$ cat src/hw/rtl/lpa_pkg.sv
// Shared types, constants and field layouts for the light pattern animator.
// No dependencies; the design files refer to this package by scoped names.

package lpa_pkg;

	// Sizes of the style table and of the time format
	localparam int SLOTS          = 64;
	localparam int PATTERN_MAX    = 64;
	localparam int TIME_FRAC_BITS = 10;

	// Fixed field widths of the stream beats
	localparam int OP_W   = 2;
	localparam int SLOT_W = 6;
	localparam int POS_W  = 6;
	localparam int SYM_W  = 8;
	localparam int LEN_W  = 6;
	localparam int RATE_W = 8;
	localparam int TIME_W = 32;
	localparam int LVL_W  = 23;

	localparam int IN_DATA_W  = 72;
	localparam int IN_USER_W  = OP_W;
	localparam int OUT_DATA_W = 32;
	localparam int IN_PAD_W   = IN_DATA_W - (SLOT_W + POS_W + SYM_W + LEN_W + RATE_W + 1 + TIME_W);
	localparam int OUT_PAD_W  = OUT_DATA_W - (LVL_W + SLOT_W);

	// Table addressing
	localparam int SLOT_IDX_W = (SLOTS > 1) ? $clog2(SLOTS) : 1;
	localparam int PAT_DEPTH  = SLOTS * PATTERN_MAX;
	localparam int PAT_ADDR_W = $clog2(PAT_DEPTH);

	// Frame counter and remainder pipeline
	localparam int FRAME_W    = TIME_W + RATE_W;
	localparam int WHOLE_W    = FRAME_W - TIME_FRAC_BITS;
	localparam int MOD_STEP   = 5;
	localparam int MOD_STAGES = (WHOLE_W + MOD_STEP - 1) / MOD_STEP;
	localparam int MOD_PAD_W  = MOD_STAGES * MOD_STEP;

	// Brightness arithmetic
	localparam int DARKEST_CHAR   = 97;
	localparam int STEP_SCALE     = 22;
	localparam int DEFAULT_RATE   = 10;
	localparam int FULL_LEVEL     = 262144;
	localparam int LEVEL_MIN      = -2185216;
	localparam int LEVEL_MAX      = 3559424;
	localparam int OUT_SCALE_BITS = 10;
	localparam int STEP_W         = 14;
	localparam int DIFF_W         = STEP_W + 1;
	localparam int PROD_W         = DIFF_W + TIME_FRAC_BITS + 1;
	localparam int SUM_W          = PROD_W + 1;
	localparam int SCALED_W       = SUM_W + OUT_SCALE_BITS;
	localparam int OUT_SHL = (TIME_FRAC_BITS <= OUT_SCALE_BITS) ? OUT_SCALE_BITS - TIME_FRAC_BITS : 0;
	localparam int OUT_SHR = (TIME_FRAC_BITS >  OUT_SCALE_BITS) ? TIME_FRAC_BITS - OUT_SCALE_BITS : 0;

	// Result queue
	localparam int FIFO_DEPTH = 16;
	localparam int FIFO_PTR_W = $clog2(FIFO_DEPTH);
	localparam int FIFO_CNT_W = $clog2(FIFO_DEPTH + 1);

	typedef enum logic [OP_W-1:0] {
		OP_WRITE  = 2'd0,
		OP_HEADER = 2'd1,
		OP_EVAL   = 2'd2
	} op_t;

	// Input tdata layout, last member in the lowest bits
	typedef struct packed {
		logic [IN_PAD_W-1:0] pad;
		logic [TIME_W-1:0]   time_now;
		logic                blend;
		logic [RATE_W-1:0]   frame_rate;
		logic [LEN_W-1:0]    pattern_length;
		logic [SYM_W-1:0]    symbol;
		logic [POS_W-1:0]    position;
		logic [SLOT_W-1:0]   slot;
	} in_data_t;

	// Slot header as stored in the header memory
	typedef struct packed {
		logic [LEN_W-1:0]  len;
		logic [RATE_W-1:0] rate;
		logic              blend;
	} hdr_t;

	// Item state carried down the pipeline
	typedef struct packed {
		logic                      vld;
		logic [OP_W-1:0]           op;
		logic [SLOT_W-1:0]         slot;
		logic [POS_W-1:0]          pos;
		logic [SYM_W-1:0]          symbol;
		logic [LEN_W-1:0]          len;
		logic                      blend;
		logic                      defined;
		logic [TIME_FRAC_BITS-1:0] frac;
	} pipe_t;

	// One result beat, level in the lowest bits
	typedef struct packed {
		logic [SLOT_W-1:0]       slot_out;
		logic signed [LVL_W-1:0] level;
	} res_t;

endpackage

$ cat src/hw/rtl/lpa_hdr_table.sv
// Slot header memory with per-slot defined bits for the light pattern animator.
// Depends on lpa_pkg for the header type and table sizes.

module lpa_hdr_table (
	input  logic                          clk,
	input  logic                          arst_n,
	input  logic                          wr_en,
	input  logic [lpa_pkg::SLOT_IDX_W-1:0] wr_slot,
	input  lpa_pkg::hdr_t                 wr_hdr,
	input  logic [lpa_pkg::SLOT_IDX_W-1:0] rd_slot,
	output lpa_pkg::hdr_t                 rd_hdr,
	output logic                          rd_defined
);

	lpa_pkg::hdr_t                mem [lpa_pkg::SLOTS];
	logic [lpa_pkg::SLOTS-1:0]    defined_q;
	lpa_pkg::hdr_t                rd_hdr_q;
	logic                         rd_defined_q;

	// Header storage, registered read
	always_ff @(posedge clk) begin
		if (wr_en) begin
			mem[wr_slot] <= wr_hdr;
		end
		rd_hdr_q <= mem[rd_slot];
	end

	// Defined bits stand in for the cleared header table
	always_ff @(posedge clk or negedge arst_n) begin
		if (!arst_n) begin
			defined_q    <= '0;
			rd_defined_q <= 1'b0;
		end else begin
			if (wr_en) begin
				defined_q[wr_slot] <= 1'b1;
			end
			rd_defined_q <= defined_q[rd_slot];
		end
	end

	assign rd_hdr     = rd_hdr_q;
	assign rd_defined = rd_defined_q;

endmodule

$ cat config.mk
export PLATFORM = sky130hd
export DESIGN_NAME = lpa_hdr_table
export DESIGN_NICKNAME = d
export VERILOG_FILES = /design/src/hw/rtl/lpa_pkg.sv /design/src/hw/rtl/lpa_hdr_table.sv
export SDC_FILE = /design/constraint.sdc
export NUM_CORES = 1
export LEC_CHECK = 0
export BUFFER_PORTS_ARGS = -buffer_cell sky130_fd_sc_hd__buf_2
export CORE_AREA = 3 3 214 299
export CTS_BUF_LIST = sky130_fd_sc_hd__clkbuf_4
export CTS_CLUSTER_DIAMETER = 60
export DETAILED_ROUTE_END_ITERATION = 6
export DIE_AREA = 0 0 217 302
export PLACE_DENSITY = 0.81
export SLEW_MARGIN = 0
export SYNTH_ARGS = -nofsm -noshare
export SYNTH_HDL_FRONTEND = slang
export SYNTH_SLANG_ARGS = --single-unit
$ cat constraint.sdc
create_clock -name clk -period 2 [get_ports clk]
set_clock_uncertainty 0.05 [all_clocks]
set_input_delay 0.1 -clock clk [delete_from_list [all_inputs] [get_ports clk]]
set_output_delay 0.1 -clock clk [all_outputs]
set_load 0.05 [all_outputs]
==> flow_summary.toml <==
[timing]
setup_tns_ns = -0.0255
setup_slack_ns = -0.00587
drv_slew = 0
tightest_slew_ns = 1.27
final-setup-viol-count = 8
min_period_ns = 2.01
hold_ws_ns = 0.119
finalHoldViolations = 0
slew_headroom_pct = 15.3
grt_setup_unrepaired = "false"
min_period_over_period_pct = 100
fmax_ghz = 0.499

[cells_and_area]
fin_nets = 2332
postLayoutCellArea_sq_um = 46800
layout_commonest_cell = "edfxtp_1"
area_growth_pct = 17.6
final_layout_size_suffix_gt1_share_pct = 38.4
final_cell_mix = "edfxtp_1 (960), clkbuf_4 (321), mux4_2 (237), buf_4 (167), buf_12 (82)"
final_util_pct = 76.3
instances_no_fill = 3304

[cts]
postCtsSetupBuffers = 0
cts_root_buffer = "clkbuf_4"
clockBufferDepth = 3
cts_tree = "done"
cts_made_buffers = 220
htree_levels = 4
cts_sinks = 1040
clock_latency_ns = 1.10
clk_pin_slew_ns = 0.07

[logic_synthesis]
synth_ff_type = "edfxtp_1"
avgSynthCellArea_sq_um = 21.6
synth_fp_nets = 1871
async_flop_share_pct = 6.25
synth_top_area_share_pct = 72.5
netlist_area_sq_um = 39800
synth_top_area_cell = "edfxtp_1"
synth_cell_types = 40
ys_seq_elements = 1040
ys_warn_count = 0
synth_area_leaders = "edfxtp_1 (72%), mux4_2 (13%), dfrtp_1 (4.1%), mux2i_1 (1.6%), or2_2 (1.1%)"
synth-seq-area-share_pct = 77.3
synth_edf_count = 960
syn_inst = 1841

[global_routing]
grt.total_usage_pct = 31.5
grt_overflow = 0
grt_max_degree = 65
first_global_vias = 22900
antenna_found_initial = 2
grt_pass1_wl_microns = 147000

[die]
die_y_microns = 302
ios = 46
initial_core_util_pct = 64.9
die_area_sq_um = 65500
floorplan.rows = 107
fp.coreArea_sq_um = 61300
die_x_microns = 217

[setup_path]
crit_fanout = 12
worst_setup_path_end_kind = "flop"
crit_start = "wr_slot[4]"
path_buf_inv = 4
slowest_stage = "dlygate4sd3_1"
crit_path_cell_trace = "dlygate4sd3_1 > buf_2 > nand4b_1 > dlygate4sd3_1 > or2_2 > nor2_1 > buf_12"
required_ns = 2.70
crit_family = "buffers and inverters"
startpoint_type = "input port"
r2r-start = "mem[53][6]"
critPathArrivalTime_ns = 2.71
slowest_delay_ns = 0.70
cpMostUsedCell = "dlygate4sd3_1"
crit_type = "in -> reg"

[detailed_routing]
drtAntennaViolNets = 0
drt_iter0_markers = 3142
drtPass1Iterations = 7
wirelength_microns = 99500
drt-wirelength-per-cell_microns = 30.1
num_vias = 21700
drc = 0
routed_via_density = 6.57

[pwr]
p_leak_nw = 16.0
power.total_mw = 43.6
peakVddDrop_mv = 0.832
power_density_nw_per_um2 = 932

[outcome]
status = "complete, but fails checks"
violations = "setup timing"

[placed_design]
port_buffers = 45
dp_cells = 2844
postPlaceCellArea_sq_um = 43300
dpl.hpwl_microns = 61400
pre_cts_ws_ns = -0.299
gp_congestion = 0.886

[min_path]
hold_class = "in -> reg"
min_from = "wr_hdr[8]"

[flow_run]
max_cap_violations = 0
cell type report:
| class | count | area (sq um) |
|---|---|---|
| Inverter | 5 | 18.8 |
| Clock inverter | 82 | 507 |
| Tap cell | 817 | 1020 |
| Antenna cell | 4 | 10.0 |
| Timing Repair Buffer | 336 | 3660 |
| Fill cell | 3191 | 14500 |
| Sequential cell | 1040 | 30800 |
| Multi-Input combinational cell | 699 | 8400 |
| Clock buffer | 321 | 2410 |
sequential cells by signal, summed over array words and instances, names as in the netlist:
signal      count
rd_defined      1
defined_q      64
rd_hdr         15
mem           960
repair_timing:
action,in CTS,in global routing
hold endpoints to repair,2064,0
gates resized for setup,18,1
pin swaps,0,1
setup endpoints to repair,14,2
gates cloned,0,0
hold buffers,53,0
routing by layer:
layer  vias to the layer above  global-route usage (%)  part of all wire (%)
met1                     11100                    39.8                    33
met5                         -                       0                     0
li1                       8745                       -                     -
met4                         0                    17.7                   5.9
met2                      1607                    51.4                    51
met3                       297                    7.15                    10
cell families after synthesis:
kind of cell | Yosys count | synth area share [%]
DFF | 1040 | 77.3
muxes | 316 | 15.6
and+or+nand+nor | 231 | 2.99
AOI/OAI and AO/OA | 152 | 2.52
buffers and inverters | 102 | 1.63
tightest hold or removal path, delay by kind of cell:
family / cells / cell delay, ns
buf+inv: 3 / 0.95
cell usage after synthesis, types with 2 or more instances:
| cell | n |
|---|---|
| dfrtp_1 | 65 |
| a21oi_1 | 24 |
| mux4_1 | 3 |
| a22oi_1 | 8 |
| buf_6 | 9 |
| mux4_2 | 237 |
| a32oi_1 | 4 |
| mux2i_1 | 64 |
| buf_4 | 15 |
| a221oi_1 | 8 |
| nor2_1 | 79 |
| nand2_1 | 24 |
| buf_8 | 4 |
| buf_12 | 3 |
| nand3_1 | 12 |
| or3_1 | 2 |
| nand2b_1 | 8 |
| or2_2 | 67 |
| o21ai_0 | 14 |
| or4_1 | 6 |
| mux2_2 | 12 |
| dfxtp_1 | 15 |
| buf_2 | 35 |
| nand3b_1 | 7 |
| nor2b_1 | 11 |
| clkbuf_1 | 25 |
| edfxtp_1 | 960 |
| o311a_1 | 4 |
| nor3_1 | 8 |
| buf_1 | 5 |
| o22ai_1 | 66 |
| a211o_1 | 6 |
| inv_1 | 5 |
| a211oi_1 | 17 |
| or3b_2 | 4 |
path summary, 6_finish.rpt:
path	slack (ns)	cells after the start	end
min	0.12	3	mem[28][8]
max reg2reg	0.03	5	rd_hdr[6]
min in group asynchronous	0.61	5	defined_q[48]
max	-0.006	7	mem[54][9]
max in group asynchronous	0.80	6	defined_q[25]
min reg2reg	0.41	1	defined_q[62]
power breakdown:
part	switching (mW)	total [mW]	internal [mW]
combinational	1.73	3.12	1.39
sequential	0.228	24.4	24.2
clock	7.91	16.1	8.17
Power figures use the tool's default switching activity.
