--- config.mk ---
export PLATFORM = sky130hd
export DESIGN_NAME = lpa_mod_pipe
export DESIGN_NICKNAME = d
export VERILOG_FILES = /design/src/hw/rtl/lpa_pkg.sv /design/src/hw/rtl/lpa_mod_pipe.sv
export SDC_FILE = /design/constraint.sdc
export NUM_CORES = 1
export LEC_CHECK = 0
export BUFFER_PORTS_ARGS = -buffer_cell sky130_fd_sc_hd__buf_2
export CORE_MARGIN = 10
export CORE_UTILIZATION = 45
export CTS_BUF_LIST = sky130_fd_sc_hd__clkbuf_4
export DETAILED_ROUTE_END_ITERATION = 8
export GPL_TIMING_DRIVEN = 0
export SLEW_MARGIN = 10
export SYNTH_ARGS = -nofsm -noshare
export SYNTH_HDL_FRONTEND = slang
export SYNTH_SLANG_ARGS = --single-unit
--- constraint.sdc ---
create_clock -name clk -period 11.1 [get_ports clk]
set_input_delay 2.22 -clock clk [delete_from_list [all_inputs] [get_ports clk]]
set_output_delay 2.22 -clock clk [all_outputs]
set_load 0.02 [all_outputs]
--- src/hw/rtl/lpa_pkg.sv ---
// Shared types, constants and field layouts for the light pattern animator.
// No dependencies; the design files refer to this package by scoped names.

package lpa_pkg;

	// Sizes of the style table and of the time format
	localparam int SLOTS          = 64;
	localparam int PATTERN_MAX    = 64;
	localparam int TIME_FRAC_BITS = 10;

	// Fixed field widths of the stream beats
	localparam int OP_W   = 2;
	localparam int SLOT_W = 6;
	localparam int POS_W  = 6;
	localparam int SYM_W  = 8;
	localparam int LEN_W  = 6;
	localparam int RATE_W = 8;
	localparam int TIME_W = 32;
	localparam int LVL_W  = 23;

	localparam int IN_DATA_W  = 72;
	localparam int IN_USER_W  = OP_W;
	localparam int OUT_DATA_W = 32;
	localparam int IN_PAD_W   = IN_DATA_W - (SLOT_W + POS_W + SYM_W + LEN_W + RATE_W + 1 + TIME_W);
	localparam int OUT_PAD_W  = OUT_DATA_W - (LVL_W + SLOT_W);

	// Table addressing
	localparam int SLOT_IDX_W = (SLOTS > 1) ? $clog2(SLOTS) : 1;
	localparam int PAT_DEPTH  = SLOTS * PATTERN_MAX;
	localparam int PAT_ADDR_W = $clog2(PAT_DEPTH);

	// Frame counter and remainder pipeline
	localparam int FRAME_W    = TIME_W + RATE_W;
	localparam int WHOLE_W    = FRAME_W - TIME_FRAC_BITS;
	localparam int MOD_STEP   = 5;
	localparam int MOD_STAGES = (WHOLE_W + MOD_STEP - 1) / MOD_STEP;
	localparam int MOD_PAD_W  = MOD_STAGES * MOD_STEP;

	// Brightness arithmetic
	localparam int DARKEST_CHAR   = 97;
	localparam int STEP_SCALE     = 22;
	localparam int DEFAULT_RATE   = 10;
	localparam int FULL_LEVEL     = 262144;
	localparam int LEVEL_MIN      = -2185216;
	localparam int LEVEL_MAX      = 3559424;
	localparam int OUT_SCALE_BITS = 10;
	localparam int STEP_W         = 14;
	localparam int DIFF_W         = STEP_W + 1;
	localparam int PROD_W         = DIFF_W + TIME_FRAC_BITS + 1;
	localparam int SUM_W          = PROD_W + 1;
	localparam int SCALED_W       = SUM_W + OUT_SCALE_BITS;
	localparam int OUT_SHL = (TIME_FRAC_BITS <= OUT_SCALE_BITS) ? OUT_SCALE_BITS - TIME_FRAC_BITS : 0;
	localparam int OUT_SHR = (TIME_FRAC_BITS >  OUT_SCALE_BITS) ? TIME_FRAC_BITS - OUT_SCALE_BITS : 0;

	// Result queue
	localparam int FIFO_DEPTH = 16;
	localparam int FIFO_PTR_W = $clog2(FIFO_DEPTH);
	localparam int FIFO_CNT_W = $clog2(FIFO_DEPTH + 1);

	typedef enum logic [OP_W-1:0] {
		OP_WRITE  = 2'd0,
		OP_HEADER = 2'd1,
		OP_EVAL   = 2'd2
	} op_t;

	// Input tdata layout, last member in the lowest bits
	typedef struct packed {
		logic [IN_PAD_W-1:0] pad;
		logic [TIME_W-1:0]   time_now;
		logic                blend;
		logic [RATE_W-1:0]   frame_rate;
		logic [LEN_W-1:0]    pattern_length;
		logic [SYM_W-1:0]    symbol;
		logic [POS_W-1:0]    position;
		logic [SLOT_W-1:0]   slot;
	} in_data_t;

	// Slot header as stored in the header memory
	typedef struct packed {
		logic [LEN_W-1:0]  len;
		logic [RATE_W-1:0] rate;
		logic              blend;
	} hdr_t;

	// Item state carried down the pipeline
	typedef struct packed {
		logic                      vld;
		logic [OP_W-1:0]           op;
		logic [SLOT_W-1:0]         slot;
		logic [POS_W-1:0]          pos;
		logic [SYM_W-1:0]          symbol;
		logic [LEN_W-1:0]          len;
		logic                      blend;
		logic                      defined;
		logic [TIME_FRAC_BITS-1:0] frac;
	} pipe_t;

	// One result beat, level in the lowest bits
	typedef struct packed {
		logic [SLOT_W-1:0]       slot_out;
		logic signed [LVL_W-1:0] level;
	} res_t;

endpackage

--- src/hw/rtl/lpa_mod_pipe.sv ---
// Pipelined remainder of the whole frame number by the pattern length.
// Depends on lpa_pkg; MOD_STEP dividend bits are retired per stage.

module lpa_mod_pipe (
	input  logic                        clk,
	input  logic                        arst_n,
	input  lpa_pkg::pipe_t              in_item,
	input  logic [lpa_pkg::WHOLE_W-1:0] in_whole,
	output lpa_pkg::pipe_t              out_item,
	output logic [lpa_pkg::LEN_W-1:0]   out_rem
);

	lpa_pkg::pipe_t                       item_q  [lpa_pkg::MOD_STAGES];
	logic [lpa_pkg::LEN_W-1:0]            rem_q   [lpa_pkg::MOD_STAGES];
	logic [lpa_pkg::MOD_PAD_W-1:0]        whole_q [lpa_pkg::MOD_STAGES];

	lpa_pkg::pipe_t                       src_item  [lpa_pkg::MOD_STAGES];
	logic [lpa_pkg::LEN_W-1:0]            src_rem   [lpa_pkg::MOD_STAGES];
	logic [lpa_pkg::MOD_PAD_W-1:0]        src_whole [lpa_pkg::MOD_STAGES];
	logic [lpa_pkg::LEN_W-1:0]            rem_d     [lpa_pkg::MOD_STAGES];

	// Restoring remainder steps: the partial remainder stays below the divisor,
	// so each step needs one compare and one subtract.
	always_comb begin
		logic [lpa_pkg::LEN_W-1:0] dvs;
		logic [lpa_pkg::LEN_W:0]   part;
		for (int k = 0; k < lpa_pkg::MOD_STAGES; k++) begin
			if (k == 0) begin
				src_item[k]  = in_item;
				src_rem[k]   = '0;
				src_whole[k] = lpa_pkg::MOD_PAD_W'(in_whole);
			end else begin
				src_item[k]  = item_q[k-1];
				src_rem[k]   = rem_q[k-1];
				src_whole[k] = whole_q[k-1];
			end
			// empty pattern: any divisor will do, the result is overridden later
			dvs  = (src_item[k].len == '0) ? lpa_pkg::LEN_W'(1) : src_item[k].len;
			part = {1'b0, src_rem[k]};
			for (int b = 0; b < lpa_pkg::MOD_STEP; b++) begin
				part = {part[lpa_pkg::LEN_W-1:0],
					src_whole[k][lpa_pkg::MOD_PAD_W-1-k*lpa_pkg::MOD_STEP-b]};
				if (part >= {1'b0, dvs}) begin
					part = part - {1'b0, dvs};
				end
			end
			rem_d[k] = part[lpa_pkg::LEN_W-1:0];
		end
	end

	// Stage registers, item control
	always_ff @(posedge clk or negedge arst_n) begin
		if (!arst_n) begin
			for (int k = 0; k < lpa_pkg::MOD_STAGES; k++) begin
				item_q[k] <= '0;
			end
		end else begin
			for (int k = 0; k < lpa_pkg::MOD_STAGES; k++) begin
				item_q[k] <= src_item[k];
			end
		end
	end

	// Stage registers, arithmetic payload
	always_ff @(posedge clk) begin
		for (int k = 0; k < lpa_pkg::MOD_STAGES; k++) begin
			rem_q[k]   <= rem_d[k];
			whole_q[k] <= src_whole[k];
		end
	end

	assign out_item = item_q[lpa_pkg::MOD_STAGES-1];
	assign out_rem  = rem_q[lpa_pkg::MOD_STAGES-1];

endmodule

==> impl_metrics.json <==
{
  "status": "complete, no violations",
  "die_area_um2": 49350,
  "grt.met1_usage_pct": 19.53,
  "syn_avg_cell_area_um2": 10.86,
  "hold_violations": 0,
  "skew_ns": 0.03914,
  "grtUsageTotal_pct": 15.95,
  "postRouteAntennaNets": 0,
  "synthTopCellsByCount": "246 x dfrtp_1, 176 x ha_1, 169 x inv_1",
  "dpl.hpwl_um": 30100,
  "nFillCells": 3610,
  "totalWireLength_um": 40000,
  "synth.distinct_cells": 92,
  "area_delta_synth_final_pct": 17.07,
  "crit_path_max_fanout": 8,
  "pre_cts_slack_ns": -1.856,
  "tightest_slew_ns": 0.8230,
  "htreeDepth": 3,
  "cts_tree": "yes",
  "layout.nets": 2227,
  "antenna_found_initial": 2,
  "cts.reportedPaths.clkPinSlew_ns": 0.06,
  "grtUsageMet2_pct": 26.51,
  "clkSinkCount": 357,
  "clock.fmax_ghz": 0.09549,
  "synthArstFlopShare_pct": 68.91,
  "synth_most_common_cell": "dfrtp_1",
  "start_util_pct": 45.86,
  "synth_fp_nets": 1972,
  "fin_crit_ns": 10.47,
  "max_stage_delay_ns": 0.47,
  "yosysTopAreaCell": "dfrtp_1",
  "place_congestion": 0.8792,
  "postSynthCellCount": 1694,
  "use_met3_pct": 3.849,
  "critical_path_class": "register to register",
  "fin_crit_sh_pct": 94.34,
  "yosysWarnings": 0,
  "cp_slowest_cell": "dfrtp_1",
  "die_y_um": 222.2,
  "grt_max_degree": 111,
  "cts_buffer_depth": 3,
  "portBuffers": 119,
  "maxSlewViolCount": 0,
  "grt_first_pass_wirelength_um": 65670,
  "fin_ws_ns": 0.6279,
  "clk_latency_ns": 0.77,
  "drtIter0Drc": 595,
  "yosysTopAreaCellShare_pct": 33.48,
  "cts_buffers": 94,
  "startpoint_type": "register",
  "maxSlewHeadroom_pct": 44.80,
  "viasPerCell": 5.138,
  "grt_pass1_vias": 13495,
  "synth.area.top_cells": "dfrtp_1 33%, dfxtp_1 12%, ha_1 12%, inv_1 3.4%, fa_1 3.2%",
  "hold_path_class": "register to register",
  "synth_edf_count": 0,
  "io_pins": 120,
  "worst_ep_arrival_time_ns": 11.11,
  "synth_flop_cell": "dfrtp_1",
  "post_drt_wl_per_cell_um": 15.65,
  "drc": 0,
  "num_rows": 73,
  "root_buffer": "clkbuf_4",
  "endpoint_kind": "register",
  "yosysSeqAreaShare_pct": 45.56,
  "layout-drive-gt1-share_pct": 24.68,
  "grt-ovfl-total": 0,
  "cp.required_ns": 11.74,
  "ys_ff_latch": 357,
  "maxCapViolations": 0,
  "vias": 13128,
  "chipWidth_um": 222.2,
  "ctsHoldBuffers": 0,
  "synth_area_um2": 18390,
  "first_pass_iters": 5,
  "setup_violations": 0,
  "busiest_layer": "met2",
  "core_area_um2": 40100
}
[timing repair]
| item | 4_1_cts | 5_1_grt |
|---|---|---|
| resized for setup | 19 | 61 |
| cloned | 0 | 1 |
| endpoints found under the setup margin | 22 | 36 |
| pin swaps | 1 | 17 |
| buffers inserted | 3 | 35 |
[path summary, 6_finish.rpt]
path	startpoint	endpoint	slack (ns)	cells past startpoint
min	whole_q[1][0]$_DFF_P_	whole_q[2][0]$_DFF_P_	0.30	0
min reg2reg	whole_q[1][0]$_DFF_P_	whole_q[2][0]$_DFF_P_	0.30	0
max	item_q[95]$_DFF_PN0_	rem_q[4][1]$_DFF_P_	0.63	44
max reg2reg	item_q[95]$_DFF_PN0_	rem_q[4][1]$_DFF_P_	0.63	44
max in group asynchronous	arst_n	item_q[88]$_DFF_PN0_	8.44	3
min in group asynchronous	arst_n	item_q[231]$_DFF_PN0_	1.32	1
[logic make-up (layout without fill, tap and decap cells)]
family	after synthesis	after routing	synth area share, %
other	0	4	0
AND/OR/NAND/NOR	346	346	9.424
XOR/XNOR	76	76	3.620
flip-flops	357	357	45.56
AO/OA/AOI/OAI	398	399	15.34
buffers and inverters	223	554	5.518
adder cells (fa/ha/maj)	205	205	15.13
multiplexers	89	89	5.409
[state kept, by name, summed over array words and instances, names as in the netlist]
name / cells
item_q: 205
whole_q: 75
out_item: 41
rem_q: 36
[stage by stage]
step	setup TNS (ns)	std cells	instance area [µm²]	hold WS, ns	util [%]
finish	0	2555	21530	0.3019	53.69
global route	-0.04174	2555	21530	0.3202	53.69
CTS	0	2516	21040	0.3078	52.46
detailed placement	-17.32	2340	19710	0.3121	49.15
global placement	-15.58	2338	19640	0.3107	48.98
floorplan	0	1694	18390	0.3096	-
[metal layers]
metal / vias up / share of wire, % / routed length (µm)
li1: 6550 / - / -
met1: 6252 / 45 / 17940
met2: 258 / 49 / 19450
met3: 68 / 4.4 / 1775
met4: 0 / 2.1 / 839
met5: - / 0 / 0
[placed cells by master, fill, tap and decap left out, types with 10 or more instances in the layout]
cell,synthesis,final
mux2i_1,32,27
nand2_1,84,81
buf_2,1,119
nor3_1,28,24
fa_1,29,29
buf_4,41,79
nand3_1,20,19
a31oi_1,10,10
xnor2_1,45,45
dfxtp_1,111,111
nand2b_1,19,18
dfrtp_1,246,246
o221ai_1,10,10
o211ai_1,16,16
a21boi_0,16,15
inv_1,169,164
clkinv_1,0,23
o21a_1,30,29
xor2_1,31,31
ha_1,176,176
mux2_2,46,46
o21ai_0,88,76
nand4_1,12,12
nor2_1,88,86
and3_1,10,10
clkbuf_4,0,140
o31a_1,15,15
a21oi_1,79,71
nor2b_1,32,32
a21o_1,31,30
[critical path: cells and delay by family (launching register included)]
kind                       cells  cell delay (ns)
AOI/OAI and AO/OA             23             4.94
adders and majority gates      5             1.42
buffers and inverters          4             0.65
DFF                            1             0.47
muxes                          4             1.32
and+or+nand+nor                8             1.53
[area by class of cell]
type                       instances  area [µm²]  share of cell area (%)
buffer                            53       377.9                   1.755
timing repair buffer             159       945.9                   4.394
clock buffer                     140        1051                   4.882
inverter                         169       634.4                   2.947
multi-input combinational       1115        9286                   43.14
tap                              525       656.9                   3.051
antenna                            4       10.01                 0.04650
clock inverter                    33       187.7                  0.8718
sequential                       357        8378                   38.92
Power is left out: the tool's default activity adds up to more than one toggle a clock period on the data nets, which glitch-free logic cannot reach.
