**src/hw/rtl/lpa_pkg.sv**
```systemverilog
// Shared types, constants and field layouts for the light pattern animator.
// No dependencies; the design files refer to this package by scoped names.

package lpa_pkg;

	// Sizes of the style table and of the time format
	localparam int SLOTS          = 64;
	localparam int PATTERN_MAX    = 64;
	localparam int TIME_FRAC_BITS = 10;

	// Fixed field widths of the stream beats
	localparam int OP_W   = 2;
	localparam int SLOT_W = 6;
	localparam int POS_W  = 6;
	localparam int SYM_W  = 8;
	localparam int LEN_W  = 6;
	localparam int RATE_W = 8;
	localparam int TIME_W = 32;
	localparam int LVL_W  = 23;

	localparam int IN_DATA_W  = 72;
	localparam int IN_USER_W  = OP_W;
	localparam int OUT_DATA_W = 32;
	localparam int IN_PAD_W   = IN_DATA_W - (SLOT_W + POS_W + SYM_W + LEN_W + RATE_W + 1 + TIME_W);
	localparam int OUT_PAD_W  = OUT_DATA_W - (LVL_W + SLOT_W);

	// Table addressing
	localparam int SLOT_IDX_W = (SLOTS > 1) ? $clog2(SLOTS) : 1;
	localparam int PAT_DEPTH  = SLOTS * PATTERN_MAX;
	localparam int PAT_ADDR_W = $clog2(PAT_DEPTH);

	// Frame counter and remainder pipeline
	localparam int FRAME_W    = TIME_W + RATE_W;
	localparam int WHOLE_W    = FRAME_W - TIME_FRAC_BITS;
	localparam int MOD_STEP   = 5;
	localparam int MOD_STAGES = (WHOLE_W + MOD_STEP - 1) / MOD_STEP;
	localparam int MOD_PAD_W  = MOD_STAGES * MOD_STEP;

	// Brightness arithmetic
	localparam int DARKEST_CHAR   = 97;
	localparam int STEP_SCALE     = 22;
	localparam int DEFAULT_RATE   = 10;
	localparam int FULL_LEVEL     = 262144;
	localparam int LEVEL_MIN      = -2185216;
	localparam int LEVEL_MAX      = 3559424;
	localparam int OUT_SCALE_BITS = 10;
	localparam int STEP_W         = 14;
	localparam int DIFF_W         = STEP_W + 1;
	localparam int PROD_W         = DIFF_W + TIME_FRAC_BITS + 1;
	localparam int SUM_W          = PROD_W + 1;
	localparam int SCALED_W       = SUM_W + OUT_SCALE_BITS;
	localparam int OUT_SHL = (TIME_FRAC_BITS <= OUT_SCALE_BITS) ? OUT_SCALE_BITS - TIME_FRAC_BITS : 0;
	localparam int OUT_SHR = (TIME_FRAC_BITS >  OUT_SCALE_BITS) ? TIME_FRAC_BITS - OUT_SCALE_BITS : 0;

	// Result queue
	localparam int FIFO_DEPTH = 16;
	localparam int FIFO_PTR_W = $clog2(FIFO_DEPTH);
	localparam int FIFO_CNT_W = $clog2(FIFO_DEPTH + 1);

	typedef enum logic [OP_W-1:0] {
		OP_WRITE  = 2'd0,
		OP_HEADER = 2'd1,
		OP_EVAL   = 2'd2
	} op_t;

	// Input tdata layout, last member in the lowest bits
	typedef struct packed {
		logic [IN_PAD_W-1:0] pad;
		logic [TIME_W-1:0]   time_now;
		logic                blend;
		logic [RATE_W-1:0]   frame_rate;
		logic [LEN_W-1:0]    pattern_length;
		logic [SYM_W-1:0]    symbol;
		logic [POS_W-1:0]    position;
		logic [SLOT_W-1:0]   slot;
	} in_data_t;

	// Slot header as stored in the header memory
	typedef struct packed {
		logic [LEN_W-1:0]  len;
		logic [RATE_W-1:0] rate;
		logic              blend;
	} hdr_t;

	// Item state carried down the pipeline
	typedef struct packed {
		logic                      vld;
		logic [OP_W-1:0]           op;
		logic [SLOT_W-1:0]         slot;
		logic [POS_W-1:0]          pos;
		logic [SYM_W-1:0]          symbol;
		logic [LEN_W-1:0]          len;
		logic                      blend;
		logic                      defined;
		logic [TIME_FRAC_BITS-1:0] frac;
	} pipe_t;

	// One result beat, level in the lowest bits
	typedef struct packed {
		logic [SLOT_W-1:0]       slot_out;
		logic signed [LVL_W-1:0] level;
	} res_t;

endpackage

```
**src/hw/rtl/lpa_out_fifo.sv**
```systemverilog
// Result queue between the evaluation pipeline and the master stream port.
// Depends on lpa_pkg for the result type and depth; the top level never overfills it.

module lpa_out_fifo (
	input  logic          clk,
	input  logic          arst_n,
	input  logic          push,
	input  lpa_pkg::res_t push_data,
	input  logic          pop,
	output logic          out_valid,
	output lpa_pkg::res_t out_data
);

	lpa_pkg::res_t                 mem [lpa_pkg::FIFO_DEPTH];
	logic [lpa_pkg::FIFO_PTR_W-1:0] wr_ptr_q;
	logic [lpa_pkg::FIFO_PTR_W-1:0] rd_ptr_q;
	logic [lpa_pkg::FIFO_CNT_W-1:0] cnt_q;

	// Entry storage
	always_ff @(posedge clk) begin
		if (push) begin
			mem[wr_ptr_q] <= push_data;
		end
	end

	// Pointers and fill level
	always_ff @(posedge clk or negedge arst_n) begin
		if (!arst_n) begin
			wr_ptr_q <= '0;
			rd_ptr_q <= '0;
			cnt_q    <= '0;
		end else begin
			if (push) begin
				wr_ptr_q <= wr_ptr_q + 1'b1;
			end
			if (pop) begin
				rd_ptr_q <= rd_ptr_q + 1'b1;
			end
			cnt_q <= cnt_q + lpa_pkg::FIFO_CNT_W'(push) - lpa_pkg::FIFO_CNT_W'(pop);
		end
	end

	assign out_valid = (cnt_q != '0);
	assign out_data  = mem[rd_ptr_q];

endmodule

```
**config.mk**
```make
export PLATFORM = sky130hd
export DESIGN_NAME = lpa_out_fifo
export DESIGN_NICKNAME = d
export VERILOG_FILES = /design/src/hw/rtl/lpa_pkg.sv /design/src/hw/rtl/lpa_out_fifo.sv
export SDC_FILE = /design/constraint.sdc
export NUM_CORES = 1
export LEC_CHECK = 0
export BUFFER_PORTS_ARGS = -buffer_cell sky130_fd_sc_hd__buf_2
export CORE_ASPECT_RATIO = 1.2
export CORE_MARGIN = 5
export CORE_UTILIZATION = 37
export CTS_CLUSTER_SIZE = 14
export DETAILED_ROUTE_END_ITERATION = 12
export GPL_ROUTABILITY_DRIVEN = 0
export PLACE_DENSITY = 0.64
export SLEW_MARGIN = 20
export SYNTH_ARGS = -nofsm -noshare
export SYNTH_HDL_FRONTEND = slang
export SYNTH_SLANG_ARGS = --single-unit
```
**constraint.sdc**
```tcl
create_clock -name clk -period 3.1 [get_ports clk]
set_clock_uncertainty 0.1 [all_clocks]
set_input_delay 0.465 -clock clk [delete_from_list [all_inputs] [get_ports clk]]
set_output_delay 0.465 -clock clk [all_outputs]
set_load 0.005 [all_outputs]
```
==> flow_metrics.py, run 1 <==
metrics = {
    "drt": {
        "detail_route.wl_per_cell_um": 24.7,
        "via_per_inst": 5.27,
        "drt-total-wl_mm": 38.8,
        "drtIter0Drc": 746,
        "dr_total_vias": 8282,
        "antenna_left": 0,
        "drc": 0,
        "first_pass_iters": 4,
    },
    "final_layout": {
        "postLayoutCoreUtil": 0.433,
        "layout-drive-gt1-share": 0.343,
        "fillers": 4084,
        "finalNetCount": 944,
        "synthToLayoutAreaGrowth_pct": 16.3,
    },
    "pwr": {
        "cellPowerDensity_nw_per_um2": 900,
        "power_leakage_nw": 6.77,
        "ir_drop_v": 0.000520,
    },
    "clocking": {
        "h-tree-depth": 2,
        "cts.clk_slew.worst_paths_ns": 0.06,
        "cts_made_buffers": 44,
        "cts.sinks": 477,
        "clk_latency_ns": 0.53,
        "cts_tree": "done",
        "clockBufferDepth": 3,
        "cts_root_buf": "clkbuf_16",
    },
    "setup_path": {
        "crit_type": "flip-flop to output pin",
        "worstPathCellList": "buf_12, mux4_2, a22oi_1, nand2_1, buf_2",
        "reg2reg_depth": 3,
        "cp-end-kind": "output pin",
        "worst_path_largest_cell_delay_ns": 0.55,
        "critPathSlowestCell": "dfrtp_4",
        "arrival_ns": 2.42,
        "cp_max_fo": 25,
        "critPathLaunchType": "flip-flop",
        "critPathRequiredTime_ns": 2.53,
    },
    "floorplan": {
        "die_h_um": 253,
        "dieArea_um2": 53700,
        "die_width_um": 212,
        "core_um2": 48900,
        "ios": 63,
        "start_util": 0.372,
        "std_cell_rows": 89,
    },
    "sta": {
        "fin_crit_sh": 0.962,
        "slew_headroom": 0.579,
        "finalSetupViolations": 0,
        "fin_tns_setup_ns": 0,
        "finalMaxSlewViolations": 0,
        "tightest_slew_ns": 0.632,
        "clock.fmax_ghz": 0.335,
        "hold_viol_final": 0,
        "period_needed_ns": 2.98,
        "rsz0062_at_grt": "yes",
    },
    "logic_synthesis": {
        "synth_area_per_cell_um2": 23.0,
        "yosysTopAreaCellShare": 0.766,
        "ys_warn_count": 0,
        "ys_seq_elements": 477,
        "synthTopCellsByArea": "edfxtp_1 (77%), mux4_2 (14%), dfrtp_1 (1.8%)",
        "synth.yosys.seq_area_share": 0.784,
        "syn-instance-count": 790,
        "synth.distinct_cells": 29,
        "synth_top_cell_by_area": "edfxtp_1",
        "synth_nets": 835,
        "synth_area_um2": 18200,
    },
    "place": {
        "io_buffers": 62,
        "dp_hpwl_mm": 21.9,
    },
    "global_route": {
        "grt_max_degree": 75,
        "grt.total_usage": 0.145,
        "antenna_found_initial": 1,
        "grt_pass1_wl_mm": 57.6,
        "grt_pass1_vias": 8765,
        "grt_overflow_total": 0,
    },
    "run_status": {
        "status": "completed",
    },
    "flow_run": {
        "drv_cap": 0,
    },
    "min_path": {
        "holdPathStages": 2,
        "hp-class": "input port to flip-flop",
    },
}
==> path summary, 6_finish.rpt <==
path / slack, ns / start / endpoint
min: 0.13 / pop / rd_ptr_q[0]
max reg2reg: 0.76 / wr_ptr_q[3] / mem[8][16]
max: 0.12 / rd_ptr_q[0] / out_data[18]
min reg2reg: 0.47 / wr_ptr_q[0] / wr_ptr_q[0]
min in group asynchronous: 0.27 / arst_n / rd_ptr_q[0]
max in group asynchronous: 2.32 / arst_n / rd_ptr_q[1]
==> cells in the mapped netlist <==
| cell type | count |
|---|---|
| mux4_2 | 116 |
| fa_1 | 1 |
| a21o_1 | 1 |
| nand2_1 | 36 |
| nor2_1 | 14 |
| nand3_1 | 1 |
| clkbuf_1 | 18 |
| a22oi_1 | 40 |
| xnor2_1 | 5 |
| nor2b_1 | 2 |
| nand4_1 | 2 |
| o21bai_1 | 1 |
| buf_8 | 1 |
| a22oi_2 | 18 |
| ha_1 | 11 |
| buf_6 | 3 |
| mux2_2 | 1 |
| o21ai_0 | 1 |
| nor3_1 | 4 |
| inv_1 | 8 |
| a21oi_1 | 2 |
| buf_2 | 13 |
| nand2b_1 | 2 |
| buf_1 | 2 |
| edfxtp_1 | 464 |
| and2_1 | 1 |
| buf_4 | 4 |
| dfrtp_1 | 13 |
| xor2_1 | 5 |
==> worst max-delay path: cells and delay by family (launching register included) <==
| kind | cells | cell delay (ns) |
|---|---|---|
| buffers and inverters | 2 | 0.41 |
| and+or+nand+nor | 1 | 0.11 |
| AOI/OAI and AO/OA | 1 | 0.21 |
| muxes | 1 | 0.55 |
| DFF | 1 | 0.55 |
==> routing by layer <==
layer  vias up  routed length [µm]  global-route usage
li1       3555                   -                   -
met2       208               20500               0.254
met4         2                 741              0.0362
met5         -                  11                   0
met1      4462               15900               0.191
met3        55                1690              0.0219
==> power by group <==
part	total [mW]	leakage [nW]	internal, mW	switching, mW
registers	8.08	4.34	7.80	0.282
clock network	5.15	0.675	2.93	2.22
logic	5.81	1.75	2.68	3.12
==> cells in the final DEF, fill, tap and decap left out, types with 13 or more instances in the layout <==
master,synthesis,layout
a22oi_2,18,20
clkbuf_16,0,46
edfxtp_1,464,464
mux4_2,116,116
nor2_4,0,13
buf_12,0,14
a22oi_1,40,38
buf_4,4,26
nand2_1,36,36
buf_2,13,62
==> area by class of cell <==
type / count / area [µm²] / share of cell area
Timing Repair Buffer: 104 / 823 / 0.0389
Inverter: 8 / 30.0 / 0.00142
Antenna cell: 1 / 2.50 / 0.000118
Clock buffer: 59 / 1220 / 0.0577
Clock inverter: 21 / 156 / 0.00740
Multi-Input combinational cell: 264 / 3850 / 0.182
Sequential cell: 477 / 14300 / 0.675
Tap cell: 637 / 797 / 0.0377
==> timing repair <==
item                       in CTS  in global routing
hold endpoints to repair       13                  0
setup endpoints to repair      24                  3
pin swaps                       0                  0
setup buffers                   2                  0
gates resized for setup         0                  3
hold buffers                    1                  0
==> cell families after synthesis <==
logic type	after synthesis	share of synthesized area
AND/OR/NAND/NOR	62	0.0141
flip-flops	477	0.784
adder cells (fa/ha/maj)	12	0.00867
buffers and inverters	49	0.0137
AO/OA/AOI/OAI	63	0.0305
XOR/XNOR	10	0.00482
multiplexers	117	0.144
==> flip-flops by register name, summed over array words and instances (netlist names) <==
name / count
cnt_q: 5
rd_ptr_q: 4
wr_ptr_q: 4
mem: 464
==> stage by stage <==
stage                     total power [mW]  setup WS, ns  std cells  area [µm²]  hold WS [ns]
final                                 19.0         0.119       1571       21100         0.134
after global placement                14.1         0.482       1487       19700         0.295
after detailed placement              14.1         0.480       1487       19700         0.297
after CTS                             19.3        0.0527       1570       21100         0.101
after global routing                  19.9      -0.00329       1570       21100         0.138
after floorplan                       11.9         0.448        790       18200        0.0694
No activity file was read; power rests on OpenSTA's default activity.
==> run 2, diff against run 1 <==
- ABC_AREA: unset -> 1
- GPL_TIMING_DRIVEN: unset -> 0
- RECOVER_POWER: unset -> 50
==> flow_metrics.py, run 2 <==
metrics = {
    "final_layout": {
        "finalNetCount": 2130,
        "layout-drive-gt1-share": 0.0970,
        "largestRegisters": "mem (464), cnt_q (5)",
        "postLayoutCoreUtil": 0.434,
        "synthToLayoutAreaGrowth_pct": 15.8,
        "diodes": 0,
        "layout_common_cells": "nand2_1 (621), edfxtp_1 (464), inv_1 (361), nand3_1 (350), buf_2 (70)",
        "final_common_cell": "nand2_1",
        "regMostFlops": "mem",
        "largest_reg_flops": 464,
        "final_area_um2": 23800,
    },
    "logic_synthesis": {
        "synthArstFlopShare": 0.0273,
        "ys_seq_elements": 477,
        "synth.distinct_cells": 19,
        "synth-edff-count": 464,
        "synth_area_per_cell_um2": 10.5,
        "synth_top_cell_by_area": "edfxtp_1",
        "synth_flop_cell": "edfxtp_1",
        "synth_nets": 1999,
        "synth_area_um2": 20600,
        "synth.yosys.seq_area_share": 0.693,
        "yosysTopAreaCellShare": 0.677,
        "syn-instance-count": 1954,
        "netlist_top_cells_count": "nand2_1 (621), edfxtp_1 (464), inv_1 (361)",
        "yosysMostFrequentCell": "nand2_1",
        "synthTopCellsByArea": "edfxtp_1 (68%), nand2_1 (11%), nand3_1 (8.5%)",
        "ys_warn_count": 0,
    },
    "setup_path": {
        "arrival_ns": 2.49,
        "crit_type": "flip-flop to output pin",
        "cp_max_fo": 10,
        "critPathLaunchType": "flip-flop",
        "critPathRequiredTime_ns": 2.53,
        "cp-end-kind": "output pin",
    },
    "clocking": {
        "h-tree-depth": 2,
        "cts.sinks": 477,
        "clockBufferDepth": 3,
        "cts_made_buffers": 48,
        "cts_tree": "done",
        "cts_root_buf": "clkbuf_16",
        "clk_latency_ns": 0.56,
        "postCtsSetupRepairBufs": 0,
        "cts.clk_slew.worst_paths_ns": 0.06,
    },
    "pwr": {
        "power_frac_seq": 0.359,
        "power.internal_mw": 13.4,
        "switchingPower_mw": 8.75,
        "p_clk_frac": 0.248,
        "switching_share": 0.395,
        "ir_drop_v": 0.000669,
        "power_leakage_nw": 10.1,
        "combinationalPowerShare": 0.393,
        "cellPowerDensity_nw_per_um2": 929,
    },
    "global_route": {
        "grt_max_degree": 21,
        "antenna_found_initial": 0,
        "grt_pass1_vias": 13900,
        "grt_pass1_wl_mm": 87.9,
        "grt_overflow_total": 0,
        "grt.total_usage": 0.196,
    },
    "drt": {
        "detail_route.wl_per_cell_um": 21.2,
        "antenna_left": 0,
        "first_pass_iters": 5,
        "drt-total-wl_mm": 60.3,
        "via_per_inst": 5.02,
        "drc": 0,
        "drtIter0Drc": 1417,
        "dr_total_vias": 14300,
    },
    "sta": {
        "hold_ws_ns": 0.0744,
        "slew_headroom": 0.363,
        "finalMaxSlewViolations": 0,
        "fin_tns_setup_ns": 0,
        "hold_viol_final": 0,
        "finalSetupViolations": 0,
        "fin_crit_sh": 0.984,
        "rsz0062_at_grt": "no",
        "clock.fmax_ghz": 0.328,
        "tightest_slew_ns": 0.955,
        "period_needed_ns": 3.05,
        "layout_setup_ws_ns": 0.0481,
    },
    "place": {
        "dp_slack_ns": 0.348,
        "placed_area_um2": 22400,
        "io_buffers": 62,
        "dp_hpwl_mm": 39.3,
    },
    "flow_run": {
        "drv_cap": 0,
    },
    "floorplan": {
        "dieArea_um2": 60500,
        "ios": 63,
        "std_cell_rows": 94,
        "die_width_um": 225,
        "core_um2": 54900,
        "start_util": 0.375,
        "die_h_um": 268,
    },
    "min_path": {
        "hp-class": "input port to flip-flop",
    },
    "run_status": {
        "status": "completed",
    },
}
==> run 2: path summary, 6_finish.rpt <==
path	from	endpoint	slack (ns)	depth (start not counted)
worst max-delay path	rd_ptr_q[2]	out_data[24]	0.05	8
worst min-delay path	push	cnt_q[0]	0.07	2
worst max register to register	wr_ptr_q[0]	mem[0][28]	0.62	6
worst min register to register	wr_ptr_q[0]	wr_ptr_q[0]	0.45	1
max in group asynchronous	arst_n	wr_ptr_q[0]	1.86	2
min in group asynchronous	arst_n	rd_ptr_q[3]	0.46	2
==> run 2: critical path, cell delays in order, from the launching register on <==
cell	delay (ns)
dfrtp_1	0.36
buf_2	0.15
inv_1	0.10
buf_2	0.32
buf_2	0.45
nand3_1	0.17
nand3_1	0.13
nand2_1	0.09
buf_2	0.14
==> run 2: logic make-up after synthesis <==
logic type	Yosys count	synth area share
AOI/OAI and AO/OA	4	0.000972
and+or+nand+nor	992	0.202
adders and majority gates	12	0.00766
xor gates and xnor gates	10	0.00425
buffers and inverters	459	0.0921
DFF	477	0.693
==> run 2: cell type report <==
cell class                 count  area (µm²)
sequential                   477       14300
multi-input combinational   1018        4540
fill                        5010       31100
clock buffer                  66        1340
timing repair buffer          81         748
buffer                        96         542
clock inverter                23         130
inverter                     363        1370
tap                          720         901
==> run 2: power groups by stage <==
stage                     Clock, mW  Combinational [mW]  Sequential (mW)
final                          5.49                8.69             7.96
after global routing           5.84                9.39             8.00
after CTS                      5.54                8.70             7.95
after detailed placement          0                8.63             8.08
after global placement            0                8.18             8.12
after floorplan                   0                4.82             8.06
==> run 2: what timing repair did <==
item                                    4_1_cts  5_1_grt
pin swaps                                     0        0
hold endpoints to repair                     13        0
hold buffers                                  1        0
gates resized for setup                       5       12
endpoints found under the setup margin       26       24
==> run 2: metal layers <==
layer	share of wire	vias up	global-route usage
li1	-	6572	-
met4	0.042	0	0.0774
met3	0.083	160	0.0386
met5	0	-	0
met2	0.49	685	0.338
met1	0.38	6864	0.245
==> run 2: per-stage QoR <==
| step | total power [mW] | std cells |
|---|---|---|
| floorplan | 12.9 | 1954 |
| global placement | 16.3 | 2736 |
| detailed placement | 16.7 | 2754 |
| CTS | 22.2 | 2844 |
| global route | 23.2 | 2844 |
| finish | 22.1 | 2844 |
